[config.mk]
export PLATFORM = sky130hd
export DESIGN_NAME = screen_fade_alpha_controller_flat
export DESIGN_NICKNAME = d
export VERILOG_FILES = /design/src/rtl/sfa_pkg.sv /design/src/rtl/sfa_if.sv /design/src/rtl/sfa_div.sv /design/src/rtl/screen_fade_alpha_controller.sv /design/src/flat_wrapper.sv
export SDC_FILE = /design/constraint.sdc
export NUM_CORES = 1
export LEC_CHECK = 0
export ABC_AREA = 1
export ABC_CLOCK_PERIOD_IN_PS = 4300
export BUFFER_PORTS_ARGS = -buffer_cell sky130_fd_sc_hd__buf_4
export CAP_MARGIN = 10
export CORE_ASPECT_RATIO = 0.75
export CORE_UTILIZATION = 45
export DETAILED_ROUTE_END_ITERATION = 6
export GPL_TIMING_DRIVEN = 1
export PLACE_DENSITY = 0.61
export SLEW_MARGIN = 40
export SYNTH_ARGS = -nofsm -noshare
export SYNTH_HDL_FRONTEND = slang
export SYNTH_SLANG_ARGS = --single-unit
[constraint.sdc]
create_clock -name clk -period 4.3 [get_ports clk]
set_input_delay 0.86 -clock clk [delete_from_list [all_inputs] [get_ports clk]]
set_output_delay 0.86 -clock clk [all_outputs]
set_load 0.005 [all_outputs]
[src/rtl/sfa_pkg.sv]
// ----------------------------------------------------------------------------
// sfa_pkg
// Shared types and constants for the screen fade alpha controller.
// ----------------------------------------------------------------------------
package sfa_pkg;

    localparam int FIELD_BITS = 16;
    localparam int QUOT_BITS  = 8;

    localparam logic [7:0] ALPHA_FULL = 8'hFF;

    typedef enum logic [1:0] {
        MODE_OPAQUE   = 2'd0,
        MODE_CLEAR    = 2'd1,
        MODE_FADE_IN  = 2'd2,
        MODE_FADE_OUT = 2'd3
    } mode_t;

    typedef enum logic [1:0] {
        REQ_TICK       = 2'd0,
        REQ_FADE_IN    = 2'd1,
        REQ_FADE_OUT   = 2'd2,
        REQ_SET_STATUS = 2'd3
    } req_t;

    typedef enum logic [1:0] {
        SEQ_IDLE,
        SEQ_CALC,
        SEQ_DONE
    } seq_state_t;

    typedef enum logic [1:0] {
        DIV_IDLE,
        DIV_PREP,
        DIV_STEP
    } div_state_t;

    typedef struct packed {
        logic busy;
        logic done;
    } div_stat_t;

endpackage

[src/rtl/sfa_if.sv]
// ----------------------------------------------------------------------------
// sfa_req_if / sfa_rsp_if
// Valid/ready channels for fade requests and fade results.
// ----------------------------------------------------------------------------
interface sfa_req_if;
    logic        valid;
    logic        ready;
    logic [1:0]  req_type;
    logic [15:0] fade_length;
    logic        target_state;
    logic [15:0] delay_ticks;

    modport source (
        output valid, req_type, fade_length, target_state, delay_ticks,
        input  ready
    );
    modport sink (
        input  valid, req_type, fade_length, target_state, delay_ticks,
        output ready
    );
endinterface

interface sfa_rsp_if;
    logic       valid;
    logic       ready;
    logic [7:0] alpha;
    logic [1:0] fade_state;
    logic       accepted;

    modport source (
        output valid, alpha, fade_state, accepted,
        input  ready
    );
    modport sink (
        input  valid, alpha, fade_state, accepted,
        output ready
    );
endinterface

[src/rtl/sfa_div.sv]
// ----------------------------------------------------------------------------
// sfa_div
// Iterative ramp divider: quotient of count*255 / length, one bit per cycle.
// ----------------------------------------------------------------------------
module sfa_div #(
    parameter int CNT_W = 16
) (
    input  logic                            clk,
    input  logic                            rst_n,
    input  logic                            start,
    input  logic [CNT_W-1:0]                count,
    input  logic [CNT_W-1:0]                length,
    output logic [sfa_pkg::QUOT_BITS-1:0]   quot,
    output sfa_pkg::div_stat_t              stat
);
    import sfa_pkg::*;

    localparam int W      = CNT_W + QUOT_BITS;
    localparam int STEP_W = $clog2(QUOT_BITS);

    div_state_t              state_reg, state_next;
    logic [STEP_W-1:0]       step_reg, step_next;
    logic [W-1:0]            rem_reg, rem_next;
    logic [W-1:0]            dsh_reg, dsh_next;
    logic [CNT_W-1:0]        len_reg, len_next;
    logic [QUOT_BITS-1:0]    quot_reg, quot_next;
    logic                    done_reg, done_next;

    // The one subtractor, shared by the product step and every quotient bit.
    logic [W:0]              diff;
    logic                    borrow;

    assign diff   = {1'b0, rem_reg} - {1'b0, dsh_reg};
    assign borrow = diff[W];

    always_comb
    begin
        state_next = state_reg;
        unique case (state_reg)
            DIV_IDLE: if (start) state_next = DIV_PREP;
            DIV_PREP: state_next = DIV_STEP;
            DIV_STEP: if (step_reg == '0) state_next = DIV_IDLE;
            default:  state_next = DIV_IDLE;
        endcase
    end

    always_comb
    begin
        step_next = step_reg;
        rem_next  = rem_reg;
        dsh_next  = dsh_reg;
        len_next  = len_reg;
        quot_next = quot_reg;
        done_next = 1'b0;
        unique case (state_reg)
            DIV_IDLE:
            begin
                if (start)
                begin
                    // count*255 is formed as (count << 8) - count.
                    rem_next = {count, {QUOT_BITS{1'b0}}};
                    dsh_next = {{QUOT_BITS{1'b0}}, count};
                    len_next = length;
                end
            end
            DIV_PREP:
            begin
                rem_next  = diff[W-1:0];
                dsh_next  = {1'b0, len_reg, {(QUOT_BITS-1){1'b0}}};
                step_next = STEP_W'(QUOT_BITS - 1);
            end
            DIV_STEP:
            begin
                if (!borrow)
                    rem_next = diff[W-1:0];
                quot_next = {quot_reg[QUOT_BITS-2:0], ~borrow};
                dsh_next  = dsh_reg >> 1;
                step_next = step_reg - 1'b1;
                if (step_reg == '0)
                    done_next = 1'b1;
            end
            default: ;
        endcase
    end

    always_ff @(posedge clk or negedge rst_n)
    begin
        if (!rst_n)
        begin
            state_reg <= DIV_IDLE;
            done_reg  <= 1'b0;
        end
        else
        begin
            state_reg <= state_next;
            done_reg  <= done_next;
        end
    end

    always_ff @(posedge clk)
    begin
        step_reg <= step_next;
        rem_reg  <= rem_next;
        dsh_reg  <= dsh_next;
        len_reg  <= len_next;
        quot_reg <= quot_next;
    end

    assign quot      = quot_reg;
    assign stat.busy = (state_reg != DIV_IDLE);
    assign stat.done = done_reg;

`ifndef SYNTH
    a_start_idle: assert property (@(posedge clk) disable iff (!rst_n)
        start |-> state_reg == DIV_IDLE)
        else $error("divider started while busy");

    a_done_after_step: assert property (@(posedge clk) disable iff (!rst_n)
        done_reg |-> $past(state_reg == DIV_STEP) && state_reg == DIV_IDLE)
        else $error("divider done without a final step");

    a_done_pulse: assert property (@(posedge clk) disable iff (!rst_n)
        done_reg |=> !done_reg)
        else $error("divider done held longer than one cycle");
`endif

endmodule

[src/rtl/screen_fade_alpha_controller.sv]
// ----------------------------------------------------------------------------
// screen_fade_alpha_controller
// Overlay fade controller: opaque, clear, fade in and fade out, with alpha.
// ----------------------------------------------------------------------------
//  Channel  Dir  Payload                                          Handshake
//  req      in   req_type, fade_length, target_state, delay_ticks valid/ready
//  rsp      out  alpha, fade_state, accepted                      valid/ready
//
//  A frame tick during a fade starts the divider, which loads on the accepting
//  edge. A prep step forms count*255, and the shared subtractor of sfa_div
//  then produces the quotient bit by bit. Alpha is written from the quotient
//  once the divider signals done, and the result then moves into the output
//  register. Every other transaction goes from acceptance to the done state
//  and, once the output is free, into the output register. A new request is
//  taken once the previous result has moved into the output register.
//  Reset is asynchronous, active low; no clearing pass is needed.
//  A stalled rsp holds its result; the next result waits behind it.
// ----------------------------------------------------------------------------
module screen_fade_alpha_controller #(
    parameter int COUNT_BITS = 16
) (
    input  logic       clk,
    input  logic       rst_n,
    sfa_req_if.sink    req,
    sfa_rsp_if.source  rsp
);
    import sfa_pkg::*;

    localparam int EXT_W = (COUNT_BITS > FIELD_BITS) ? COUNT_BITS : FIELD_BITS;

    seq_state_t              state_reg, state_next;
    mode_t                   mode_reg, mode_next;
    logic [7:0]              alpha_reg, alpha_next;
    logic [COUNT_BITS-1:0]   ramp_count_reg, ramp_count_next;
    logic [COUNT_BITS-1:0]   ramp_length_reg, ramp_length_next;
    mode_t                   pending_mode_reg, pending_mode_next;
    logic                    pending_valid_reg, pending_valid_next;
    logic [COUNT_BITS-1:0]   pending_count_reg, pending_count_next;
    logic                    fade_in_reg, fade_in_next;
    logic                    acc_reg, acc_next;

    logic                    out_valid_reg, out_valid_next;
    logic [7:0]              out_alpha_reg, out_alpha_next;
    logic [1:0]              out_state_reg, out_state_next;
    logic                    out_acc_reg, out_acc_next;

    logic                    in_fire;
    logic                    out_free;
    logic                    need_div;
    logic [EXT_W-1:0]        len_ext, dly_ext;
    logic [COUNT_BITS-1:0]   len_c, dly_c;
    logic [COUNT_BITS-1:0]   count_inc;
    mode_t                   tick_mode;

    logic [QUOT_BITS-1:0]    quot;
    div_stat_t               div_stat;

    assign in_fire  = req.valid && req.ready;
    assign out_free = !out_valid_reg || rsp.ready;

    assign len_ext = EXT_W'(req.fade_length);
    assign dly_ext = EXT_W'(req.delay_ticks);
    assign len_c   = len_ext[COUNT_BITS-1:0];
    assign dly_c   = dly_ext[COUNT_BITS-1:0];

    assign count_inc = (ramp_count_reg < ramp_length_reg) ?
                       ramp_count_reg + 1'b1 : ramp_count_reg;

    // A pending change whose delay has run out takes effect before alpha.
    assign tick_mode = (pending_valid_reg && pending_count_reg == '0) ?
                       pending_mode_reg : mode_reg;

    sfa_div #(
        .CNT_W (COUNT_BITS)
    ) u_div (
        .clk    (clk),
        .rst_n  (rst_n),
        .start  (need_div),
        .count  (count_inc),
        .length (ramp_length_reg),
        .quot   (quot),
        .stat   (div_stat)
    );

    // Sequencer: next state
    always_comb
    begin
        state_next = state_reg;
        unique case (state_reg)
            SEQ_IDLE: if (in_fire) state_next = need_div ? SEQ_CALC : SEQ_DONE;
            SEQ_CALC: if (div_stat.done) state_next = SEQ_DONE;
            SEQ_DONE: if (out_free) state_next = SEQ_IDLE;
            default:  state_next = SEQ_IDLE;
        endcase
    end

    // Sequencer: outputs
    always_comb
    begin
        req.ready = (state_reg == SEQ_IDLE);
    end

    // Fade state update
    always_comb
    begin
        mode_next          = mode_reg;
        alpha_next         = alpha_reg;
        ramp_count_next    = ramp_count_reg;
        ramp_length_next   = ramp_length_reg;
        pending_mode_next  = pending_mode_reg;
        pending_valid_next = pending_valid_reg;
        pending_count_next = pending_count_reg;
        fade_in_next       = fade_in_reg;
        acc_next           = acc_reg;
        need_div           = 1'b0;

        if (in_fire)
        begin
            acc_next = 1'b0;
            unique case (req_t'(req.req_type))
                REQ_TICK:
                begin
                    if (pending_valid_reg)
                    begin
                        if (pending_count_reg == '0)
                            pending_valid_next = 1'b0;
                        else
                            pending_count_next = pending_count_reg - 1'b1;
                    end
                    mode_next = tick_mode;
                    unique case (tick_mode) inside
                        MODE_OPAQUE: alpha_next = ALPHA_FULL;
                        MODE_CLEAR:  ;
                        MODE_FADE_IN, MODE_FADE_OUT:
                        begin
                            // A zero-length fade ends at once with alpha kept.
                            if (ramp_length_reg == '0)
                            begin
                                mode_next = (tick_mode == MODE_FADE_IN) ?
                                            MODE_CLEAR : MODE_OPAQUE;
                            end
                            else
                            begin
                                ramp_count_next = count_inc;
                                need_div        = 1'b1;
                                fade_in_next    = (tick_mode == MODE_FADE_IN);
                                if (count_inc >= ramp_length_reg)
                                    mode_next = (tick_mode == MODE_FADE_IN) ?
                                                MODE_CLEAR : MODE_OPAQUE;
                            end
                        end
                        default: ;
                    endcase
                end
                REQ_FADE_IN:
                begin
                    if (mode_reg == MODE_OPAQUE)
                    begin
                        mode_next        = MODE_FADE_IN;
                        ramp_count_next  = '0;
                        ramp_length_next = len_c;
                        acc_next         = 1'b1;
                    end
                end
                REQ_FADE_OUT:
                begin
                    if (mode_reg == MODE_CLEAR)
                    begin
                        mode_next        = MODE_FADE_OUT;
                        ramp_count_next  = '0;
                        ramp_length_next = len_c;
                        acc_next         = 1'b1;
                    end
                end
                REQ_SET_STATUS:
                begin
                    pending_mode_next  = mode_t'({1'b0, req.target_state});
                    pending_valid_next = 1'b1;
                    if (dly_c != '0)
                        pending_count_next = dly_c;
                    else
                    begin
                        mode_next          = mode_t'({1'b0, req.target_state});
                        pending_count_next = '0;
                    end
                end
                default: ;
            endcase
        end
        else if (state_reg == SEQ_CALC && div_stat.done)
        begin
            alpha_next = fade_in_reg ? ALPHA_FULL - quot : quot;
        end
    end

    // Output register
    always_comb
    begin
        out_valid_next = out_valid_reg;
        out_alpha_next = out_alpha_reg;
        out_state_next = out_state_reg;
        out_acc_next   = out_acc_reg;
        if (rsp.ready)
            out_valid_next = 1'b0;
        if (state_reg == SEQ_DONE && out_free)
        begin
            out_valid_next = 1'b1;
            out_alpha_next = alpha_reg;
            out_state_next = mode_reg;
            out_acc_next   = acc_reg;
        end
    end

    always_ff @(posedge clk or negedge rst_n)
    begin
        if (!rst_n)
        begin
            state_reg         <= SEQ_IDLE;
            mode_reg          <= MODE_OPAQUE;
            alpha_reg         <= ALPHA_FULL;
            ramp_count_reg    <= '0;
            ramp_length_reg   <= '0;
            pending_mode_reg  <= MODE_OPAQUE;
            pending_valid_reg <= 1'b0;
            pending_count_reg <= '0;
            out_valid_reg     <= 1'b0;
        end
        else
        begin
            state_reg         <= state_next;
            mode_reg          <= mode_next;
            alpha_reg         <= alpha_next;
            ramp_count_reg    <= ramp_count_next;
            ramp_length_reg   <= ramp_length_next;
            pending_mode_reg  <= pending_mode_next;
            pending_valid_reg <= pending_valid_next;
            pending_count_reg <= pending_count_next;
            out_valid_reg     <= out_valid_next;
        end
    end

    always_ff @(posedge clk)
    begin
        fade_in_reg   <= fade_in_next;
        acc_reg       <= acc_next;
        out_alpha_reg <= out_alpha_next;
        out_state_reg <= out_state_next;
        out_acc_reg   <= out_acc_next;
    end

    assign rsp.valid      = out_valid_reg;
    assign rsp.alpha      = out_alpha_reg;
    assign rsp.fade_state = out_state_reg;
    assign rsp.accepted   = out_acc_reg;

`ifndef SYNTH
    a_count_in_range: assert property (@(posedge clk) disable iff (!rst_n)
        ramp_count_reg <= ramp_length_reg)
        else $error("ramp count ran past the fade length");

    a_div_only_in_calc: assert property (@(posedge clk) disable iff (!rst_n)
        div_stat.done |-> state_reg == SEQ_CALC)
        else $error("divider result arrived outside the calculation phase");

    a_calc_has_div: assert property (@(posedge clk) disable iff (!rst_n)
        state_reg == SEQ_CALC |-> div_stat.busy || div_stat.done)
        else $error("waiting for a divider that is not running");
`endif

endmodule

[src/flat_wrapper.sv]
// flat-port wrapper written by rule: the top's interface ports become plain ports
module screen_fade_alpha_controller_flat import sfa_pkg::*;
#(
    parameter int COUNT_BITS = 16
)
  (clk, rst_n, req_valid, req_req_type, req_fade_length, req_target_state, req_delay_ticks, req_ready, rsp_valid, rsp_alpha, rsp_fade_state, rsp_accepted, rsp_ready);
  sfa_req_if req_i ();
  sfa_rsp_if rsp_i ();
  input  logic clk;
  input  logic rst_n;
  input wire logic [$bits(req_i.valid)-1:0] req_valid;
  input wire logic [$bits(req_i.req_type)-1:0] req_req_type;
  input wire logic [$bits(req_i.fade_length)-1:0] req_fade_length;
  input wire logic [$bits(req_i.target_state)-1:0] req_target_state;
  input wire logic [$bits(req_i.delay_ticks)-1:0] req_delay_ticks;
  output wire logic [$bits(req_i.ready)-1:0] req_ready;
  output wire logic [$bits(rsp_i.valid)-1:0] rsp_valid;
  output wire logic [$bits(rsp_i.alpha)-1:0] rsp_alpha;
  output wire logic [$bits(rsp_i.fade_state)-1:0] rsp_fade_state;
  output wire logic [$bits(rsp_i.accepted)-1:0] rsp_accepted;
  input wire logic [$bits(rsp_i.ready)-1:0] rsp_ready;
  assign req_i.valid = req_valid;
  assign req_i.req_type = req_req_type;
  assign req_i.fade_length = req_fade_length;
  assign req_i.target_state = req_target_state;
  assign req_i.delay_ticks = req_delay_ticks;
  assign req_ready = req_i.ready;
  assign rsp_valid = rsp_i.valid;
  assign rsp_alpha = rsp_i.alpha;
  assign rsp_fade_state = rsp_i.fade_state;
  assign rsp_accepted = rsp_i.accepted;
  assign rsp_i.ready = rsp_ready;
  screen_fade_alpha_controller #(.COUNT_BITS(COUNT_BITS)) u_core (.clk(clk), .rst_n(rst_n), .req(req_i), .rsp(rsp_i));
endmodule
Word-level counts from Yosys, hierarchy flattened
Cells that the tools add are included.
{"block": "totals", "register_bits": 154}
{"block": "op_classes", "n_eq_ne": 25, "bitwise": 2, "n_mux": 55, "reduce_logical": 36, "n_addsub": 5, "magnitude_cmp": 2}
{"operator": "$mux 16", "count": 10}
{"operator": "$pmux 24 s3", "count": 2}
{"operator": "$mux 24", "count": 3}
{"operator": "$pmux 16 s2", "count": 2}
{"operator": "$pmux 16 s3", "count": 1}
{"operator": "$mux 8", "count": 5}
{"operator": "$logic_not 16->1", "count": 2}
{"operator": "$mux 2", "count": 13}
{"operator": "$sub 24x24->25", "count": 1}
{"operator": "$ne 2x2->1 const B", "count": 10}
{"operator": "$add 16x1->16 const B", "count": 1}
{"operator": "$ge 16x16->1", "count": 1}
{"operator": "$lt 16x16->1", "count": 1}
{"operator": "$reduce_and 4->1", "count": 4}
{"operator": "$reduce_bool 16->1", "count": 1}
{"operator": "$sub 16x1->16 const B", "count": 1}
{"operator": "$mux 1", "count": 13}
{"operator": "$eq 2x2->1 const B", "count": 6}
{"operator": "$pmux 2 s3", "count": 2}
{"operator": "$logic_not 2->1", "count": 5}
{"operator": "$ne 2x1->1 const B", "count": 5}
{"operator": "$reduce_and 2->1", "count": 5}
{"operator": "$reduce_bool 2->1", "count": 5}
{"operator": "$reduce_and 3->1", "count": 3}
{"operator": "14 further kinds", "count": 23}

Logic depth before layout (Yosys ltp)
{"block": "depth", "depth_word": 11, "mapped_depth": 28}

Cells and area by module
From an unflattened synthesis, not the netlist that was laid out.
{"block": "unflattened", "cells_unflattened": 1278, "hier_area_um2": 9963.3}
{"module": "screen_fade_alpha_controller", "cells_per_inst": 681, "area_each_um2": 5146.2, "instances": 1, "seq_area_each_um2": 1976.9}
{"module": "sfa_div", "cells_per_inst": 597, "area_each_um2": 4817.1, "instances": 1, "seq_area_each_um2": 2297.2}

Worst setup path before layout
No wires, ideal clock.
{"block": "synth_path", "path_type": "in2reg", "start": "input port req_req_type[0]", "end": "register u_core.u_div.rem_reg[0] (enable)", "arrival_ns": 2.735, "n_path_buf": 0, "cell_stages": 8, "setup_slack_ns": 1.160, "setup_ns": 0.405, "path_cell_list": "inv_1 ha_1 inv_1 nor2_2 nand2_2 nand2_1 nand2_1 nor2_1"}
{"block": "synth_between", "elab_chain_len": 5}
{"item": "start, declared", "line": "flat_wrapper.sv:12", "rtl": "input wire logic [$bits(req_i.req_type)-1:0] req_req_type;"}
{"item": "$logic_not 2->1", "line": "screen_fade_alpha_controller.sv:120", "rtl": "unique case (req_t'(req.req_type))"}
{"item": "$mux 1", "line": "screen_fade_alpha_controller.sv:120"}
{"item": "$mux 1", "line": "screen_fade_alpha_controller.sv:117", "rtl": "if (in_fire)"}
{"item": "$ne 2x1->1 (no line)"}
{"item": "$reduce_and 3->1 (no line)"}
{"item": "end signal, assigned", "line": "sfa_div.sv:103", "rtl": "rem_reg <= rem_next;"}
{"item": "end, declared", "line": "sfa_div.sv:23", "rtl": "logic [W-1:0] rem_reg, rem_next;"}
No other way between the ends.
A chain may end at the register's enable or synchronous reset.

Worst setup path in the final report
{"block": "layout_path", "start": "register u_core.ramp_length_reg[11]", "end": "register u_core.mode_reg[0]"}
{"block": "layout_between", "elab_chain_len": 7}
{"item": "start, declared", "line": "screen_fade_alpha_controller.sv:35", "rtl": "logic [COUNT_BITS-1:0] ramp_length_reg, ramp_length_next;"}
{"item": "start signal, assigned", "line": "screen_fade_alpha_controller.sv:234", "rtl": "ramp_length_reg <= ramp_length_next;"}
{"item": "$lt 16x16->1", "line": "screen_fade_alpha_controller.sv:66", "rtl": "assign count_inc = (ramp_count_reg < ramp_length_reg) ?"}
{"item": "$mux 16", "line": "screen_fade_alpha_controller.sv:66"}
{"item": "$ge 16x16->1", "line": "screen_fade_alpha_controller.sv:147", "rtl": "if (count_inc >= ramp_length_reg)"}
{"item": "$mux 2", "line": "screen_fade_alpha_controller.sv:147"}
{"item": "$mux 2 (*)", "line": "screen_fade_alpha_controller.sv:137", "rtl": "if (ramp_length_reg == '0)"}
{"item": "$mux 2 (*)", "line": "screen_fade_alpha_controller.sv:131", "rtl": "unique case (tick_mode) inside"}
{"item": "$pmux 2 s4 (*)", "line": "screen_fade_alpha_controller.sv:120"}
{"item": "end signal, assigned", "line": "screen_fade_alpha_controller.sv:231", "rtl": "mode_reg <= mode_next;"}
{"item": "end, declared", "line": "screen_fade_alpha_controller.sv:32", "rtl": "mode_t mode_reg, mode_next;"}
Every way passes the cells marked *; elsewhere a longest branch is shown, timed or not.

==> impl_metrics.ini <==
[worst_setup_path]
reg2reg_depth = 23
crit_chain = inv_1, ha_1, a21oi_1, o21ai_0, a21oi_1, nand2_2, inv_2, nand2_1, nand2_1, inv_1, ha_1, nand2_1, inv_1, nand2_1, nor2_1, nor2_1, nand2_1, nand2_1, nand3_1, nand2_1, nand2_1, nand3_1, a21oi_1
critPathMaxFanout = 18
crit_top_cell = nand2_1
critPathMaxStageDelay_ps = 390
critPathLaunchType = flip-flop
cp.required_ps = 4660
cp.arrival_ps = 3820
crit_type = reg2reg
crit_path_end = u_core.mode_reg[0]
rr_startpoint = u_core.ramp_length_reg[11]
setup.worst_path.end_class = flip-flop
reg2reg_to = u_core.mode_reg[0]
cp_slowest_cell = dfrtp_1
reg2reg_slack_ps = 840
startpoint = u_core.ramp_length_reg[11]

[cts]
cts_made_buffers = 17
cts_buffer_depth = 2
ctsResizeCount = 0
clock-sinks = 153
cts.hold.buffers_added = 0
clock_latency_ps = 440
cts_setup_buffers = 0
path_clk_slew_ps = 60
root_buffer = clkbuf_16
cts_tree = built
h-tree-depth = 4

[drt]
antenna_left = 0
vias_per_cell = 5.19
vias = 7735
dr.pass1.iters = 5
wl_per_cell_um = 15.6
drtIter0Drc = 738
routed_wirelength_um = 23200
drc_errors = 0

[cells_and_area]
synthToLayoutAreaGrowth_pct = 12.9
nets = 1303
largest_reg_flops = 24
design_area_sq_um = 10800
num_antenna_cells = 0
register_area_sq_um = 4270
drive_gt1_frac = 0.127
multi_input_area_sq_um = 4610
fillCellCount = 1945

[global_routing]
grt_start_max_net_pins = 67
grt_pass1_wl_um = 37600
grt_overflow_total = 0
grtUsageTotal = 0.226
antenna_found_initial = 0
grt_pass1_vias = 7104

[sta]
skew_ps = 7.69
fmax_mhz = 289
hold_viol_final = 0
setup_tns_ps = 0
holdWs_ps = 419
finalMaxSlewViolations = 0
period_needed_ps = 3460
tightest_slew_ps = 811
min_period_over_period = 0.804
setup_viol = 0
final.setup.worst_slack_ps = 841
grt_setup_unrepaired = no
timing.slew.headroom = 0.459

[yosys]
syn-cell-area_sq_um = 9570
synth_edf_count = 87
yosysUniqueCellTypes = 49
ys_seq_area_frac = 0.447
async_flop_share = 0.431
ys_warn_count = 0
synth_fp_nets = 1250
ys_seq_elements = 153
syn_avg_cell_area_sq_um = 8.38
synthCells = 1142
synth_ff_type = edfxtp_1

[placement]
dpl_cell_area_sq_um = 10200
portBuffers = 51
hpwl_um = 17300
pre_cts_ws_ps = 891
gp_congestion = 0.914

[die]
dieWidth_um = 170
die_area_sq_um = 21900
rows = 45
ioPinCount = 52
die_height_um = 128
initial_utilization = 0.466
core_sq_um = 20600

[power_and_ir_drop]
power_density_nw_per_um2 = 285
vdd_drop_max_mv = 0.264
power_uw = 3080
leakagePower_uw = 0.00525

[outcome]
status = completed

[run]
max_cap_viol_count = 0

[hold_path]
hold_path.class = in2async
-- worst min path at each step --
| stage | from | end | slack (ps) | depth (start not counted) |
|---|---|---|---|---|
| CTS | u_core.acc_reg | u_core.rsp.accepted | 430 | 0 |
| floorplan | u_core.acc_reg | u_core.rsp.accepted | 400 | 0 |
| global placement | u_core.acc_reg | u_core.rsp.accepted | 420 | 0 |
| detailed placement | u_core.acc_reg | u_core.rsp.accepted | 410 | 0 |
| finish | rst_n | u_core.rsp.valid | 420 | 1 |
| global route | u_core.ramp_length_reg[2] | u_core.u_div.len_reg[2] | 450 | 0 |
-- metal layers --
layer / part of all wire / vias up / GRT usage
met2: 0.40 / 214 / 0.303
met3: 0.062 / 13 / 0.0377
met1: 0.53 / 3588 / 0.367
met4: 0.0083 / 0 / 0.0530
li1: - / 3920 / -
met5: 0 / - / 0
-- report_power, final --
group               switching, uW  internal [uW]  leakage, uW
registers      0.0000000000000212           1540      0.00160
clock network                 623            854     0.000267
logic                        37.8           28.8      0.00338
-- cell families (layout without fill, tap and decap cells) --
logic type	Yosys count	after routing	synth area share
simple gates	519	519	0.245
fa+ha+maj	69	69	0.0910
buf+inv	177	243	0.0739
xor+xnor	29	29	0.0265
compound gates	195	195	0.117
flops	153	153	0.447
-- Yosys cell counts, types with 2 or more instances --
cell / count / area (sq um)
nand2_1: 294 / 1100
inv_1: 147 / 552
edfxtp_1: 87 / 2610
nor2_1: 81 / 304
a21oi_1: 68 / 340
ha_1: 68 / 851
o21ai_0: 65 / 325
nand3_1: 61 / 305
dfrtp_1: 58 / 1450
xor2_1: 28 / 245
nor3_1: 20 / 100
o21ai_1: 14 / 70.1
a22oi_1: 13 / 97.6
o21ai_2: 12 / 105
clkbuf_1: 11 / 41.3
nand3_2: 11 / 110
nand4_1: 10 / 62.6
dfstp_2: 8 / 210
inv_2: 8 / 30.0
nand3b_1: 8 / 60.1
nand2_2: 7 / 43.8
nor4_1: 7 / 43.8
a21o_1: 4 / 30.0
buf_2: 4 / 20.0
nand2_4: 4 / 45.0
nor2_2: 4 / 25.0
nor2_4: 4 / 45.0
o211ai_1: 4 / 30.0
a21boi_0: 3 / 22.5
buf_4: 3 / 22.5
nor3_2: 3 / 30.0
o21a_1: 3 / 22.5
a211oi_1: 2 / 15.0
buf_6: 2 / 22.5
o22ai_1: 2 / 12.5
-- cell usage in the layout (no fill, tap or decap), types with 14 or more instances in the layout --
cell type and n:
nor3_1 20, nand2_1 294, o21ai_1 14, o21ai_0 65
nor2_1 78, a21oi_1 68, dfrtp_1 58, ha_1 67
nand3_1 61, buf_4 55, edfxtp_1 87, inv_1 147
xor2_1 28, clkbuf_16 17
-- worst max-delay path, delay by kind of cell (launching register included) --
kind	cells	cell delay, ps
buf+inv	4	570
fa+ha+maj	2	550
simple gates	13	1220
flops	1	390
compound gates	4	640
-- stage by stage --
step	cells	utilization
floorplan	1142	-
global placement	1458	0.497
detailed placement	1458	0.498
CTS	1490	0.525
global route	1490	0.526
finish	1490	0.526
-- final cells by class --
type,count,share of cell area
clock buffers,21,0.0408
clock inverters,11,0.0115
inverters,155,0.0539
multi-input cells,812,0.426
flip-flops and latches,153,0.396
well taps,282,0.0327
repair buffers,56,0.0393
Note: power is estimated with default switching activity, not from simulation.
